`src/rtl/core/fbfill_pkg.sv`:
```
// Shared types, constants and helper functions for the rectangle fill engine.
// Used by every module under rtl/core; depends on nothing else.
package fbfill_pkg;

  // Display geometry and frame store size.
  localparam int DISP_W = 240;
  localparam int DISP_H = 160;
  localparam int DEPTH  = DISP_W * DISP_H;
  localparam int AW     = $clog2(DEPTH);

  // Clipped coordinates run from 0 up to and including the display size.
  localparam int XW = $clog2(DISP_W + 1);
  localparam int YW = $clog2(DISP_H + 1);

  // Signed working width for coordinate sums (16-bit inputs plus carries).
  localparam int SW = 19;
  typedef logic signed [SW-1:0] sval_t;

  // Depth of the command queue between front and back.
  localparam int QDEPTH = 4;
  localparam int QAW    = $clog2(QDEPTH);
  localparam int QCW    = $clog2(QDEPTH + 1);

  // Command codes of the func field; the last code is unassigned and ignored.
  typedef enum logic [2:0] {
    CMD_PIXEL   = 3'd0,
    CMD_HLINE   = 3'd1,
    CMD_VLINE   = 3'd2,
    CMD_OUTLINE = 3'd3,
    CMD_FILL    = 3'd4,
    CMD_SCREEN  = 3'd5,
    CMD_READ    = 3'd6,
    CMD_UNUSED  = 3'd7
  } cmd_e;

  // Kinds of queued operation.
  typedef enum logic {
    OP_BOX  = 1'b0,
    OP_READ = 1'b1
  } op_kind_e;

  // One clipped operation handed from the front to the back.
  typedef struct packed {
    op_kind_e        kind;
    logic            off;
    logic [XW-1:0]   x0;
    logic [XW-1:0]   x1;
    logic [YW-1:0]   y0;
    logic [YW-1:0]   y1;
    logic [7:0]      colour;
  } op_t;

  // Clamp a signed coordinate to the range 0 .. DISP_W.
  function automatic logic [XW-1:0] clamp_x(sval_t v);
    priority if (v < 0) begin
      return '0;
    end else if (v > sval_t'(DISP_W)) begin
      return XW'(DISP_W);
    end else begin
      return v[XW-1:0];
    end
  endfunction

  // Clamp a signed coordinate to the range 0 .. DISP_H.
  function automatic logic [YW-1:0] clamp_y(sval_t v);
    priority if (v < 0) begin
      return '0;
    end else if (v > sval_t'(DISP_H)) begin
      return YW'(DISP_H);
    end else begin
      return v[YW-1:0];
    end
  endfunction

  // RGB332 to RGB565 expansion.
  function automatic logic [15:0] to_wide(logic [7:0] p);
    logic [4:0] r;
    logic [5:0] g;
    logic [4:0] b;
    unique case (p[7:5])
      3'd0: r = 5'd0;
      3'd1: r = 5'd4;
      3'd2: r = 5'd9;
      3'd3: r = 5'd13;
      3'd4: r = 5'd18;
      3'd5: r = 5'd22;
      3'd6: r = 5'd27;
      3'd7: r = 5'd31;
      default: r = 5'd0;
    endcase
    // Green times nine is the 3-bit value repeated.
    g = {p[4:2], p[4:2]};
    unique case (p[1:0])
      2'd0: b = 5'd0;
      2'd1: b = 5'd10;
      2'd2: b = 5'd21;
      2'd3: b = 5'd31;
      default: b = 5'd0;
    endcase
    return {r, g, b};
  endfunction

endpackage

```
`src/rtl/core/fbfill_queue.sv`:
```
// Short first-in first-out queue of clipped operations between front and back.
// Depends on fbfill_pkg for the operation type and queue depth.
module fbfill_queue import fbfill_pkg::*; (
  input  logic clk,
  input  logic rst,
  input  logic wr_en,
  input  op_t  wr_data,
  output logic full,
  input  logic rd_en,
  output op_t  rd_data,
  output logic empty
);

  op_t            entries [QDEPTH];
  logic [QAW-1:0] wr_ptr;
  logic [QAW-1:0] rd_ptr;
  logic [QCW-1:0] count;

  assign full    = (count == QCW'(QDEPTH));
  assign empty   = (count == '0);
  assign rd_data = entries[rd_ptr];

  // Storage, written at the tail.
  always_ff @(posedge clk) begin
    if (wr_en && !full) begin
      entries[wr_ptr] <= wr_data;
    end
  end

  // Pointers and fill count.
  always_ff @(posedge clk) begin
    if (rst) begin
      wr_ptr <= '0;
      rd_ptr <= '0;
      count  <= '0;
    end else begin
      if (wr_en && !full) begin
        wr_ptr <= (wr_ptr == QAW'(QDEPTH - 1)) ? '0 : wr_ptr + 1'b1;
      end
      if (rd_en && !empty) begin
        rd_ptr <= (rd_ptr == QAW'(QDEPTH - 1)) ? '0 : rd_ptr + 1'b1;
      end
      unique case ({wr_en && !full, rd_en && !empty})
        2'b10:   count <= count + 1'b1;
        2'b01:   count <= count - 1'b1;
        default: count <= count;
      endcase
    end
  end

endmodule

```
`config.mk`:
```
export PLATFORM = sky130hd
export DESIGN_NAME = fbfill_queue
export DESIGN_NICKNAME = d
export VERILOG_FILES = /design/src/rtl/core/fbfill_pkg.sv /design/src/rtl/core/fbfill_queue.sv
export SDC_FILE = /design/constraint.sdc
export NUM_CORES = 1
export LEC_CHECK = 0
export BUFFER_PORTS_ARGS = -buffer_cell sky130_fd_sc_hd__buf_2
export CORE_MARGIN = 2
export CORE_UTILIZATION = 40
export CTS_CLUSTER_SIZE = 25
export DETAILED_ROUTE_END_ITERATION = 8
export PLACE_DENSITY_LB_ADDON = 0.08
export REMOVE_ABC_BUFFERS = 1
export SYNTH_ARGS = -nofsm -noshare
export SYNTH_HDL_FRONTEND = slang
export SYNTH_SLANG_ARGS = --single-unit
```
`constraint.sdc`:
```
create_clock -name clk -period 3.23 [get_ports clk]
set_input_delay 0.646 -clock clk [delete_from_list [all_inputs] [get_ports clk]]
set_output_delay 0.646 -clock clk [all_outputs]
set_load 0.02 [all_outputs]
```
Word-level counts from Yosys, hierarchy flattened. Memories as Yosys holds them, arrays and structs flattened. A register that Yosys moved wholly into a read port is not among the register bits. Cells that the tools add are included.

Add/sub/neg operators: 4. Equality and inequality tests: 5. Muxes and demuxes: 7. Reductions and logical operators: 6.

Operators by type and width (count): $mux W2 (4); $eq A2 B2 Y1 const B (3); $pmux W3 S2 (1); $add A2 B1 Y2 const B (2); $add A3 B1 Y3 const B (1); $eq A3 B3 Y1 const B (1); $logic_not A3 Y1 (1); $sub A3 B1 Y3 const B (1); $eq A2 B1 Y1 const B (1); $logic_and A1 B1 Y1 (2); $logic_not A1 Y1 (2); $mux W1 (2); $reduce_bool A2 Y1 (1).

Register bits: 7. Bits in writable memories: 168. Bits of input ports: 46. Output and inout bits: 44. Logic and storage cells: 26. Memories: 1.

Memories: entries (depth 4, bits a word 42, read ports 1, clocked after memory_dff 1, write ports 1, line fbfill_queue.sv:14) `op_t entries [QDEPTH];`.

Longest topological paths before layout.
Depth after elaboration: 5. Mapped depth: 10. Depth with buffers taken out: 9.

Least setup slack after synthesis. OpenSTA, ideal clock, no wires.

Kind: flip-flop to flip-flop. Start point: register count[2]. End point: register count[2]. Library setup time: 70 ps. Arrival: 2280 ps. Required time: 3160 ps. Setup slack: 880 ps. Cell stages (with the launch flop): 11. Path buffers: 1. Period minus slack after synthesis: 2350 ps. Path through: dfxtp_1 or3b_1 buf_6 and2_4 inv_1 ha_1 inv_1 fa_1 xor2_1 or3_2 a21oi_1.

Longest elaborated chain between the ends: 5. Elaborated cells between the ends (all ways): 12. Classes of those cells: add/sub: 2; eq/ne: 3; mux: 1; reduce/logical: 6.

Ends and longest elaborated chain: start, declared (line fbfill_queue.sv:17) `logic [QCW-1:0] count;`; start signal, assigned (line fbfill_queue.sv:44) `2'b10: count <= count + 1'b1;`; start signal, assigned (line fbfill_queue.sv:45) `2'b01: count <= count - 1'b1;`; start signal, assigned (line fbfill_queue.sv:46) `default: count <= count;`; $eq A3 B3 Y1 / $logic_not A3 Y1 (equally long branches) (line fbfill_queue.sv:19, fbfill_queue.sv:20); $logic_not A1 Y1 (line fbfill_queue.sv:43) `unique case ({wr_en && !full, rd_en && !empty})`; $logic_and A1 B1 Y1 (line fbfill_queue.sv:43); $eq A2 B1 Y1 / $eq A2 B2 Y1 (equally long branches) (line fbfill_queue.sv:43); $pmux W3 S2 / $reduce_bool A2 Y1 (equally long branches).

Parallel ways exist; a longest one is shown, timed or not. A chain may end at the register's enable or synchronous reset.

==> run_results.csv <==
group,metric,value,unit
outcome,status,"finished clean",
final_layout,antenna_cells,0,
timing,relSlewSlack,54.4,%
detailed_routing,vias,2988,
cts,insertion_delay,0.42,ns
grt,grt_pass1_wl,18700,um
floorplan,die_area,17400,um2
setup_path,cp.required,2.58,ns
cts,cts_hold_buffers,0,
grt,use_met2,23.4,%
setup_path,path_cells,"buf_12 > mux4_2 > buf_2",
synthesis,yosysSeqAreaShare,79.8,%
power,peakVddDrop,357,uV
setup_path,r2r_slack,0.66,ns
final_layout,final_cell_mix,"168 x edfxtp_1, 89 x buf_2, 42 x mux4_2, 17 x clkbuf_16, 8 x inv_1",
min_path,hold_start,"wr_data[14]",
timing,finalCritPeriodShare,84.3,%
floorplan,die_x,132,um
synthesis,synth_cells,274,
cts,cts_tree,"yes",
cts,cts_resized,0,
setup_path,critical_path_class,"reg2out",
setup_path,crit_path_end_kind,"primary output",
timing,min_period,2.72,ns
timing,fmax,367,MHz
detailed_routing,drc,0,
grt,grt_max_degree,35,
cts,htreeDepth,4,
final_layout,fin_area,7880,um2
setup_path,cp.depth,3,
final_layout,nets,429,
timing,fin_setup_tns,0,ns
setup_path,worst-r2r-cell-count,9,
timing,hold-worst-slack,0.439,ns
cts,clkTransAtPathRegs,0.07,ns
timing,slew_viol_final,0,
place,place_area,7320,um2
cts,cts_setup_buffers,0,
cts,clock_sinks,177,
power,intPower,4430,uW
floorplan,io_pins,90,
place,hpwl,7070,um
setup_path,cp_num_buf_inv,2,
cts,cts_buffers,17,
detailed_routing,viasPerCell,4.94,
timing,hold_viol_final,0,
detailed_routing,wl_per_cell,19.5,um
final_layout,area_delta_synth_final,20.3,%
synthesis,yosysWarnings,0,
timing,final-setup-viol-count,0,
grt,grt_pass1_vias,3231,
setup_path,worst-path-max-fanout,23,
floorplan,start_util,41.1,%
job,drv_cap,0,
power,p_seq_share,46.7,%
final_layout,layout-drive-gt1-share,45.2,%
place,routabilityCongestion,0.652,
min_path,hold_class,"in2reg",
cts,cts_max_path_buffers,2,
synthesis,synth_area,6550,um2
min_path,hold_end,"entries[3][14]",
place,io_buffers,89,
detailed_routing,drt-initial-drc-count,166,
detailed_routing,dr.pass1.iters,4,
setup_path,start_kind,"flip-flop",
min_path,holdPathStages,1,
power,powerDensity,783,nW/um2
detailed_routing,postRouteAntennaNets,0,
grt,grt_use_met3,4.50,%
floorplan,rows,46,
synthesis,postSynthAreaPerCell,23.9,um2
grt,grt_remaining_overflow,0,
power,p_leak,0.00267,uW
cts,cts-root-buf,"clkbuf_16",
floorplan,fp.dieH,132,um
timing,finClkSkew,0.00800,ns
setup_path,worst_path_largest_cell_delay,0.63,ns
setup_path,crit_path_top_delay_cell,"dfxtp_4",
grt,grt_antenna_before_repair,1,
power,power_frac_comb,22.0,%
synthesis,synth-seq-cells,177,
setup_path,crit_arrival,2.08,ns
setup_path,crit_family,"flip-flops",
floorplan,core_area,15900,um2
setup_path,reg2reg_from,"count[2]",
power,swShare,28.2,%
grt,grtUsageTotal,14.6,%
detailed_routing,drt-total-wl,11800,um
grt,grt-busiest-layer,"met2",
power,clockPowerShare,31.3,%
power,netSwitchingPower,1740,uW
synthesis,synth.distinct_cells,27,
grt,grt_util_met1,18.7,%
setup_path,rr_endpoint,"count[2]",
timing,rsz0062_at_grt,"no",
timing,worst_slew_pin_slew,0.684,ns
final_layout,final_common_cell,"edfxtp_1",
==> sequential cells by signal (all words and copies together), names as in the netlist, named ones only <==
signal	flops
rd_ptr	2
entries	168
wr_ptr	2
count	3
==> cells by family after synthesis <==
group	share of synthesized area, %
mux	14.6
flops	79.8
simple gates	1.51
fa+ha+maj	1.45
buf+inv	1.53
xor+xnor	0.268
compound gates	0.803
==> through the flow <==
| stage | setup slack [ns] | std cells | util, % | power [uW] |
|---|---|---|---|---|
| 2_1_floorplan | 0.0108 | 262 | - | 3820 |
| 3_3_place_gp | 0.792 | 573 | 45.9 | 4310 |
| 3_5_place_dp | 0.689 | 573 | 45.9 | 4330 |
| 4_1_cts | 0.400 | 605 | 49.4 | 6270 |
| 5_1_grt | 0.340 | 605 | 49.4 | 6470 |
| 6_report | 0.507 | 605 | 49.4 | 6170 |
==> cell usage after synthesis <==
| cell | instances | area share (%) |
|---|---|---|
| a21o_1 | 1 | 0.11 |
| nand2_1 | 1 | 0.057 |
| and2_4 | 1 | 0.13 |
| xor2_1 | 2 | 0.27 |
| nor3_1 | 2 | 0.15 |
| clkbuf_1 | 5 | 0.29 |
| o21ai_0 | 1 | 0.076 |
| nand3_1 | 2 | 0.15 |
| buf_6 | 1 | 0.17 |
| mux2i_1 | 1 | 0.15 |
| buf_4 | 4 | 0.46 |
| dfxtp_1 | 9 | 2.8 |
| edfxtp_1 | 168 | 77 |
| and3_2 | 3 | 0.34 |
| o31ai_2 | 1 | 0.19 |
| or3_1 | 1 | 0.096 |
| or3_2 | 1 | 0.11 |
| ha_1 | 6 | 1.1 |
| and3_1 | 1 | 0.096 |
| inv_1 | 8 | 0.46 |
| or3b_1 | 1 | 0.13 |
| fa_1 | 1 | 0.31 |
| o31ai_1 | 1 | 0.11 |
| buf_2 | 2 | 0.15 |
| nor2_1 | 4 | 0.23 |
| mux4_2 | 42 | 14 |
| a21oi_1 | 4 | 0.31 |
==> worst max-delay path by stage <==
stage | startpoint | to | slack, ns
6_report | flip-flop | rd_data[6] | 0.51
5_1_grt | flip-flop | rd_data[6] | 0.34
4_1_cts | flip-flop | rd_data[6] | 0.40
3_5_place_dp | count[2] | count[2] | 0.69
3_3_place_gp | count[2] | count[2] | 0.79
2_1_floorplan | flip-flop | rd_data[0] | 0.01
==> power groups by stage <==
stage | combinational [uW] | clock, uW | sequential (uW)
final | 1350 | 1930 | 2880
after global routing | 1470 | 2080 | 2920
after CTS | 1390 | 1990 | 2890
after detailed placement | 1390 | 0 | 2940
after global placement | 1380 | 0 | 2930
after floorplan | 869 | 0 | 2950
==> final cells by class <==
class                           instances  area, um2
Sequential cell                       177       5230
Multi-Input combinational cell         77       1220
Timing Repair Buffer                   95        566
Clock buffer                           18        429
Inverter                                8       30.0
Clock inverter                         14        130
Tap cell                              216        270
Fill cell                            1325       8070
==> per-layer routing <==
metal | vias up | wire (um)
li1 | 1350 | -
met1 | 1550 | 5210
met2 | 65 | 5880
met3 | 21 | 518
met4 | 2 | 202
met5 | - | 11
Power figures use the tool's default switching activity.
