==> src/rtl/core/fbfill_pkg.sv <==
// Shared types, constants and helper functions for the rectangle fill engine.
// Used by every module under rtl/core; depends on nothing else.
package fbfill_pkg;

  // Display geometry and frame store size.
  localparam int DISP_W = 240;
  localparam int DISP_H = 160;
  localparam int DEPTH  = DISP_W * DISP_H;
  localparam int AW     = $clog2(DEPTH);

  // Clipped coordinates run from 0 up to and including the display size.
  localparam int XW = $clog2(DISP_W + 1);
  localparam int YW = $clog2(DISP_H + 1);

  // Signed working width for coordinate sums (16-bit inputs plus carries).
  localparam int SW = 19;
  typedef logic signed [SW-1:0] sval_t;

  // Depth of the command queue between front and back.
  localparam int QDEPTH = 4;
  localparam int QAW    = $clog2(QDEPTH);
  localparam int QCW    = $clog2(QDEPTH + 1);

  // Command codes of the func field; the last code is unassigned and ignored.
  typedef enum logic [2:0] {
    CMD_PIXEL   = 3'd0,
    CMD_HLINE   = 3'd1,
    CMD_VLINE   = 3'd2,
    CMD_OUTLINE = 3'd3,
    CMD_FILL    = 3'd4,
    CMD_SCREEN  = 3'd5,
    CMD_READ    = 3'd6,
    CMD_UNUSED  = 3'd7
  } cmd_e;

  // Kinds of queued operation.
  typedef enum logic {
    OP_BOX  = 1'b0,
    OP_READ = 1'b1
  } op_kind_e;

  // One clipped operation handed from the front to the back.
  typedef struct packed {
    op_kind_e        kind;
    logic            off;
    logic [XW-1:0]   x0;
    logic [XW-1:0]   x1;
    logic [YW-1:0]   y0;
    logic [YW-1:0]   y1;
    logic [7:0]      colour;
  } op_t;

  // Clamp a signed coordinate to the range 0 .. DISP_W.
  function automatic logic [XW-1:0] clamp_x(sval_t v);
    priority if (v < 0) begin
      return '0;
    end else if (v > sval_t'(DISP_W)) begin
      return XW'(DISP_W);
    end else begin
      return v[XW-1:0];
    end
  endfunction

  // Clamp a signed coordinate to the range 0 .. DISP_H.
  function automatic logic [YW-1:0] clamp_y(sval_t v);
    priority if (v < 0) begin
      return '0;
    end else if (v > sval_t'(DISP_H)) begin
      return YW'(DISP_H);
    end else begin
      return v[YW-1:0];
    end
  endfunction

  // RGB332 to RGB565 expansion.
  function automatic logic [15:0] to_wide(logic [7:0] p);
    logic [4:0] r;
    logic [5:0] g;
    logic [4:0] b;
    unique case (p[7:5])
      3'd0: r = 5'd0;
      3'd1: r = 5'd4;
      3'd2: r = 5'd9;
      3'd3: r = 5'd13;
      3'd4: r = 5'd18;
      3'd5: r = 5'd22;
      3'd6: r = 5'd27;
      3'd7: r = 5'd31;
      default: r = 5'd0;
    endcase
    // Green times nine is the 3-bit value repeated.
    g = {p[4:2], p[4:2]};
    unique case (p[1:0])
      2'd0: b = 5'd0;
      2'd1: b = 5'd10;
      2'd2: b = 5'd21;
      2'd3: b = 5'd31;
      default: b = 5'd0;
    endcase
    return {r, g, b};
  endfunction

endpackage

==> src/rtl/core/fbfill_front.sv <==
// Command front end: accepts drawing and read commands, splits outlines into
// boxes, clips each box to the display and queues it. Depends on fbfill_pkg.
module fbfill_front import fbfill_pkg::*; (
  input  logic        clk,
  input  logic        rst,
  input  logic        hold,
  input  logic        push,
  output logic        full,
  input  logic [2:0]  func,
  input  logic [15:0] pos_x,
  input  logic [15:0] pos_y,
  input  logic [15:0] span_w,
  input  logic [15:0] span_h,
  input  logic [7:0]  colour,
  output logic        q_push,
  output op_t         q_data,
  input  logic        q_full
);

  typedef enum logic [1:0] {
    ST_IDLE,
    ST_GEN,
    ST_CLIP
  } state_t;

  state_t      state;
  logic [2:0]  func_q;
  sval_t       cx, cy, cw, ch;
  logic [7:0]  col_q;
  logic [1:0]  sub;
  logic [1:0]  last_sub;
  logic        skip;

  // Box of the current sub-step before clipping.
  sval_t       bx, by, bw, bh;
  op_kind_e    bkind;
  logic        blive;

  // Raw box for the current command and sub-step.
  sval_t       gx, gy, gw, gh;
  op_kind_e    gkind;

  always_comb begin
    gx    = cx;
    gy    = cy;
    gw    = sval_t'(1);
    gh    = sval_t'(1);
    gkind = OP_BOX;
    unique case (cmd_e'(func_q))
      CMD_PIXEL: ;
      CMD_HLINE: gw = cw;
      CMD_VLINE: gh = ch;
      CMD_OUTLINE: begin
        unique case (sub)
          2'd0: gw = cw;
          2'd1: begin
            gy = cy + ch - sval_t'(1);
            gw = cw;
          end
          2'd2: begin
            gy = cy + sval_t'(1);
            gh = ch - sval_t'(2);
          end
          2'd3: begin
            gx = cx + cw - sval_t'(1);
            gy = cy + sval_t'(1);
            gh = ch - sval_t'(2);
          end
          default: ;
        endcase
      end
      CMD_FILL: begin
        gw = cw;
        gh = ch;
      end
      CMD_SCREEN: begin
        gx = '0;
        gy = '0;
        gw = sval_t'(DISP_W);
        gh = sval_t'(DISP_H);
      end
      CMD_READ: gkind = OP_READ;
      default: ;
    endcase
  end

  // Clipping of the staged box.
  logic [XW-1:0] x0c, x1c;
  logic [YW-1:0] y0c, y1c;
  logic          box_empty;
  logic          off;
  logic          need_push;

  always_comb begin
    x0c       = clamp_x(bx);
    x1c       = clamp_x(bx + bw);
    y0c       = clamp_y(by);
    y1c       = clamp_y(by + bh);
    box_empty = (bw < sval_t'(1)) || (bh < sval_t'(1)) || (x1c <= x0c) || (y1c <= y0c);
    off       = (bx < 0) || (bx >= sval_t'(DISP_W)) || (by < 0) || (by >= sval_t'(DISP_H));
    need_push = blive && ((bkind == OP_READ) || !box_empty);
    q_data.kind   = bkind;
    q_data.off    = off;
    q_data.x0     = x0c;
    q_data.x1     = x1c;
    q_data.y0     = y0c;
    q_data.y1     = y1c;
    q_data.colour = col_q;
  end

  assign q_push = (state == ST_CLIP) && need_push && !q_full;
  assign full   = (state != ST_IDLE) || hold;

  // Command sequencer.
  always_ff @(posedge clk) begin
    if (rst) begin
      state <= ST_IDLE;
    end else begin
      unique case (state)
        ST_IDLE: begin
          if (push && !full) begin
            func_q <= func;
            cx     <= sval_t'($signed(pos_x));
            cy     <= sval_t'($signed(pos_y));
            cw     <= sval_t'($signed(span_w));
            ch     <= sval_t'($signed(span_h));
            col_q  <= colour;
            sub    <= '0;
            // An outline has four boxes; it draws nothing unless both spans are positive.
            last_sub <= (cmd_e'(func) == CMD_OUTLINE) ? 2'd3 : 2'd0;
            skip     <= (cmd_e'(func) == CMD_UNUSED) ||
                        ((cmd_e'(func) == CMD_OUTLINE) &&
                         (($signed(span_w) < 16'sd1) || ($signed(span_h) < 16'sd1)));
            state  <= ST_GEN;
          end
        end
        ST_GEN: begin
          bx    <= gx;
          by    <= gy;
          bw    <= gw;
          bh    <= gh;
          bkind <= gkind;
          blive <= !skip;
          state <= ST_CLIP;
        end
        ST_CLIP: begin
          if (!need_push || !q_full) begin
            if (sub == last_sub) begin
              state <= ST_IDLE;
            end else begin
              sub   <= sub + 2'd1;
              state <= ST_GEN;
            end
          end
        end
        default: state <= ST_IDLE;
      endcase
    end
  end

endmodule

==> config.mk <==
export PLATFORM = sky130hd
export DESIGN_NAME = fbfill_front
export DESIGN_NICKNAME = d
export VERILOG_FILES = /design/src/rtl/core/fbfill_pkg.sv /design/src/rtl/core/fbfill_front.sv
export SDC_FILE = /design/constraint.sdc
export NUM_CORES = 1
export LEC_CHECK = 0
export ABC_AREA = 0
export BUFFER_PORTS_ARGS = -buffer_cell sky130_fd_sc_hd__buf_2
export CAP_MARGIN = 20
export CORE_ASPECT_RATIO = 0.8
export CORE_MARGIN = 2
export CORE_UTILIZATION = 55
export DETAILED_ROUTE_END_ITERATION = 12
export PLACE_DENSITY_LB_ADDON = 0.1
export SLEW_MARGIN = 20
export SYNTH_ARGS = -nofsm -noshare
export SYNTH_HDL_FRONTEND = slang
export SYNTH_SLANG_ARGS = --single-unit
==> constraint.sdc <==
create_clock -name clk -period 8.5 [get_ports clk]
set_input_delay 1.275 -clock clk [delete_from_list [all_inputs] [get_ports clk]]
set_output_delay 1.275 -clock clk [all_outputs]
set_load 0.01 [all_outputs]
Word level (Yosys, flattened, before mapping)
Cells that the tools add are included.
{"block": "op_classes", "addsub": 9, "order_cmp": 16, "n_eq_ne": 17, "n_mux": 26, "bitwise_logic": 1, "n_reduce_logical": 33}
{"operator": "$pmux 19 s2", "n": 3}
{"operator": "$pmux 19 s3", "n": 2}
{"operator": "$gt 19x9->1 const B", "n": 4}
{"operator": "$lt 19x1->1 const B", "n": 4}
{"operator": "$mux 8", "n": 8}
{"operator": "$mux 19", "n": 3}
{"operator": "$add 19x19->19", "n": 2}
{"operator": "$ge 19x9->1 const B", "n": 2}
{"operator": "$lt 19x2->1 const B", "n": 2}
{"operator": "$sub 17x2->18 const B", "n": 2}
{"operator": "$add 16x16->17", "n": 2}
{"operator": "$lt 16x2->1 const B", "n": 2}
{"operator": "$add 16x2->17 const B", "n": 1}
{"operator": "$sub 16x3->17 const B", "n": 1}
{"operator": "$le 8x8->1", "n": 2}
{"operator": "$eq 3x3->1 const B", "n": 4}
{"operator": "$mux 2", "n": 6}
{"operator": "$logic_or 1x1->1", "n": 11}
{"operator": "$eq 3x2->1 const B", "n": 3}
{"operator": "$reduce_or 2->1", "n": 4}
{"operator": "$eq 2x2->1 const B", "n": 3}
{"operator": "$pmux 2 s3", "n": 1}
{"operator": "$logic_and 1x1->1", "n": 5}
{"operator": "$logic_not 1->1", "n": 5}
{"operator": "14 further kinds", "n": 20}
{"block": "word_totals", "reg_bits": 160, "out_inout_bits": 44}

Longest topological paths before layout
{"block": "depth", "depth_word": 14, "ltp_mapped": 20, "ltp_nobuf": 20}

Worst setup path after synthesis
Ideal clock, no wire load.
{"block": "synth_timing", "kind": "input -> register", "from": "in hold", "to": "reg sub[0], enable pin", "t_arrival_ps": 8137, "t_required_ps": 8147, "setup_slack_ps": 10, "stages": 4, "path_buffers": 0, "path_cell_list": "or3_1 > nor3b_1 > a41oi_1 > a211oi_1"}
{"block": "synth_between", "elab_chain_len": 5}
{"element": "start, declared", "line": "fbfill_front.sv:6", "text": "input logic hold,"}
{"element": "$logic_or 1x1->1", "line": "fbfill_front.sv:112", "text": "assign full = (state != ST_IDLE) || hold;"}
{"element": "$logic_not 1->1", "line": "fbfill_front.sv:121", "text": "if (push && !full) begin"}
{"element": "$logic_and 1x1->1", "line": "fbfill_front.sv:121"}
{"element": "$ne 2x2->1 (no source line)"}
{"element": "$reduce_and 5->1 (no source line)"}
{"element": "end signal, assigned", "line": "fbfill_front.sv:151", "text": "sub <= sub + 2'd1;"}
{"element": "end, declared", "line": "fbfill_front.sv:30", "text": "logic [1:0] sub;"}
Every way passes these cells.
A chain may end at the register's enable or synchronous reset.

Worst setup path after layout
{"block": "layout_timing", "from": "reg bx[0]", "to": "out q_push"}
{"block": "layout_between", "elab_chain_len": 12, "elab_cells_between_ends": 17}
{"element": "start, declared", "line": "fbfill_front.sv:35", "text": "sval_t bx, by, bw, bh;"}
{"element": "start signal, assigned", "line": "fbfill_front.sv:138", "text": "bx <= gx;"}
{"element": "$add 19x19->19", "line": "fbfill_front.sv:96", "text": "x1c = clamp_x(bx + bw);"}
{"element": "$gt 19x9->1", "line": "fbfill_pkg.sv:57", "text": "end else if (v > sval_t'(DISP_W)) begin"}
{"element": "$mux 8", "line": "fbfill_pkg.sv:57"}
{"element": "$mux 8", "line": "fbfill_pkg.sv:55", "text": "priority if (v < 0) begin"}
{"element": "$le 8x8->1 (*)", "line": "fbfill_front.sv:99", "text": "box_empty = (bw < sval_t'(1)) || (bh < sval_t'(1)) || (x1c <= x0c) || (y1c <= y0c);"}
{"element": "$logic_or 1x1->1 (*) (2 in a row)", "line": "fbfill_front.sv:99"}
{"element": "$logic_not 1->1 (*)", "line": "fbfill_front.sv:101", "text": "need_push = blive && ((bkind == OP_READ) || !box_empty);"}
{"element": "$logic_or 1x1->1 (*)", "line": "fbfill_front.sv:101"}
{"element": "$logic_and 1x1->1 (*)", "line": "fbfill_front.sv:101"}
{"element": "$logic_and 1x1->1 (*) (2 in a row)", "line": "fbfill_front.sv:111", "text": "assign q_push = (state == ST_CLIP) && need_push && !q_full;"}
{"element": "end, declared", "line": "fbfill_front.sv:15", "text": "output logic q_push,"}
Mark *: on every way between the ends. The rest lies on a longest branch, timed or not.

==> impl_metrics.ini <==
[final_layout]
area_growth_pct = 12.5
seq_area_mm2 = 0.00454
multi_input_area_mm2 = 0.00620
n_antenna_cell = 0
nets = 1572
fillers = 1762
drive_gt1_share_pct = 13.8

[yosys]
ys_seq_elements = 152
async_reset_ff_share_pct = 0
synth_top_area_share_pct = 39.1
syn_nets = 1452
synth_cells = 1245
synth_edf_count = 150
ys_seq_area_share_pct = 39.5
synth_flop_cell = edfxtp_1
synth_common_cells = inv_1 (173), edfxtp_1 (150), ha_1 (123)
synth.most_common_cell = inv_1
syn_area_mm2 = 0.0115
synth_top_cell_by_area = edfxtp_1
yosysWarnings = 0
syn_avg_cell_area_um2 = 9.24
synth_area_leaders = edfxtp_1 (39%), ha_1 (13%), inv_1 (5.6%), o21ai_0 (3.4%), a21oi_1 (3.4%)
ys_types = 82

[sta]
setup_violations = 0
setup_slack_ns = 1.84
slew_viol_final = 0
fmax_ghz = 0.150
skew_ns = 0.0105
worstMarginPinSlew_ns = 0.986
tns_ns = 0
rsz0062_at_grt = false
finalHoldViolCount = 0
post-route-period-util_pct = 78.4
final.min_clock_period_ns = 6.66
max-slew-margin-rel_pct = 34.2

[clock_network]
cts.hold.buffers_added = 0
post_cts_buffers = 0
numCtsBuffers = 17
path_clk_slew_ns = 0.06
cts_resized = 0
cts.sinks = 152
cts_buffer_depth = 2
clkLatencyLatePin_ns = 0.43
htreeDepth = 4
cts_tree = done
cts-root-buf = clkbuf_16

[outcome]
status = completed

[placed_design]
portBuffers = 123
place_congestion = 0.937
dp_slack_ns = 2.36
hpwl_mm = 22.9

[drt]
drt_wl_total_mm = 28.9
vias = 9748
drtAntennaViolNets = 0
drc = 0
drtIter0Drc = 1154
avgRoutedWirePerCell_um = 17.5
drt_first_pass_iters = 6
avgViaCountPerCell = 5.92

[run]
drv_cap = 0

[global_route]
grt_pass1_vias = 8570
grt_pass1_wl_mm = 46.2
grt_antenna_before_repair = 0
grt_overflow = 0
grt_max_degree = 79
grt_usage_pct = 26.5

[setup_path]
end_kind = primary output
cp.arrival_ns = 5.39
path_class = register to primary output
cp.required_ns = 7.22
path_max_fanout = 4
start_kind = register

[min_path]
hp-class = register to register

[die]
dieArea_mm2 = 0.0221
placementRows = 47
ios = 124
core_area_mm2 = 0.0206
initial_core_util_pct = 55.9
die_h_um = 133
die_width_um = 166

[pwr]
p_per_area_mw_per_mm2 = 143
ir_worst_vdd_mv = 0.156
leakage_nw = 5.61
[final timing paths]
kind / start / end / slack, ns / depth (start not counted)
max: bx[0]$_DFFE_PP_ / q_push / 1.84 / 21
min: skip$_DFFE_PP_ / blive$_DFFE_PP_ / 0.52 / 1
max reg2reg: bx[0]$_DFFE_PP_ / sub[1]$_SDFFCE_PN0P_ / 3.00 / 20
min reg2reg: skip$_DFFE_PP_ / blive$_DFFE_PP_ / 0.52 / 1
[metrics by stage]
stage	power (mW)	std cells	hold slack (ns)	instance area (um2)	utilization, %
floorplan	1.05	1245	0.473	11500	-
global placement	1.13	1615	0.503	12400	60.1
detailed placement	1.13	1615	0.510	12400	60.1
CTS	1.86	1647	0.521	12900	62.9
global route	1.93	1647	0.531	12900	62.9
finish	1.86	1647	0.515	12900	62.9
[per-layer routing]
layer | vias to the layer above | track usage, % | wire [um]
met5 | - | 0 | 0
met4 | 0 | 5.07 | 221
met3 | 26 | 6.27 | 2770
met2 | 445 | 34.2 | 10900
met1 | 4468 | 44.1 | 15000
li1 | 4809 | - | -
[worst max-delay path, stage by stage (launching register included)]
cell and delay, ns:
edfxtp_1 0.36, ha_1 0.17, inv_1 0.05, fa_1 0.41, nor2b_1 0.23, o2111ai_1 0.20, a21o_1 0.22, a2111oi_0 0.56
o21a_1 0.18, mux2i_1 0.10, or4_1 0.58, nor3_1 0.30, ha_1 0.31, nor2b_1 0.13, o21ai_0 0.14, nand2b_1 0.07
a21oi_1 0.14, o21ai_0 0.11, and4_1 0.17, o211a_1 0.25, nor2b_1 0.14, buf_2 0.13
[area by class of cell]
cell class	instances	share of cell area (%)
Clock buffer	18	3.31
Clock inverter	14	1.14
Inverter	173	5.01
Multi-Input combinational cell	894	47.8
Sequential cell	152	35.1
Tap cell	269	2.60
Timing Repair Buffer	127	4.99
[cell families (layout without fill, tap and decap cells)]
group                    Yosys count  after routing  share of synthesized area (%)
AND/OR/NAND/NOR                  403            403                           17.8
AO/OA/AOI/OAI                    318            318                           18.2
buffers and inverters            199            332                           6.77
flip-flops                       152            152                           39.5
adder cells (fa/ha/maj)          127            127                           14.1
XOR/XNOR                          38             38                           2.96
multiplexers                       8              8                          0.717
[power breakdown]
group	leakage [nW]	switching, mW	internal (mW)
Combinational	3.95	0.151	0.104
Clock	0.271	0.304	0.433
Sequential	1.39	0.0184	0.847
[cells in the final DEF (no fill, tap or decap), types with 23 or more instances in the layout]
cell type	n
inv_1	173
edfxtp_1	150
ha_1	123
buf_2	123
nor2_1	97
o21ai_0	79
a21oi_1	78
nand2_1	75
nand3_1	46
nor3_1	32
nor4_1	24
a21o_1	23
[state kept, by name, summed over array words and instances, names as in the netlist]
register	flops
bh	17
bkind	1
blive	1
bw	16
bx	18
by	18
ch	16
col_q	8
cw	16
cx	16
cy	16
func_q	3
last_sub	1
skip	1
state	2
sub	2
(Power assumes the default switching activity.)
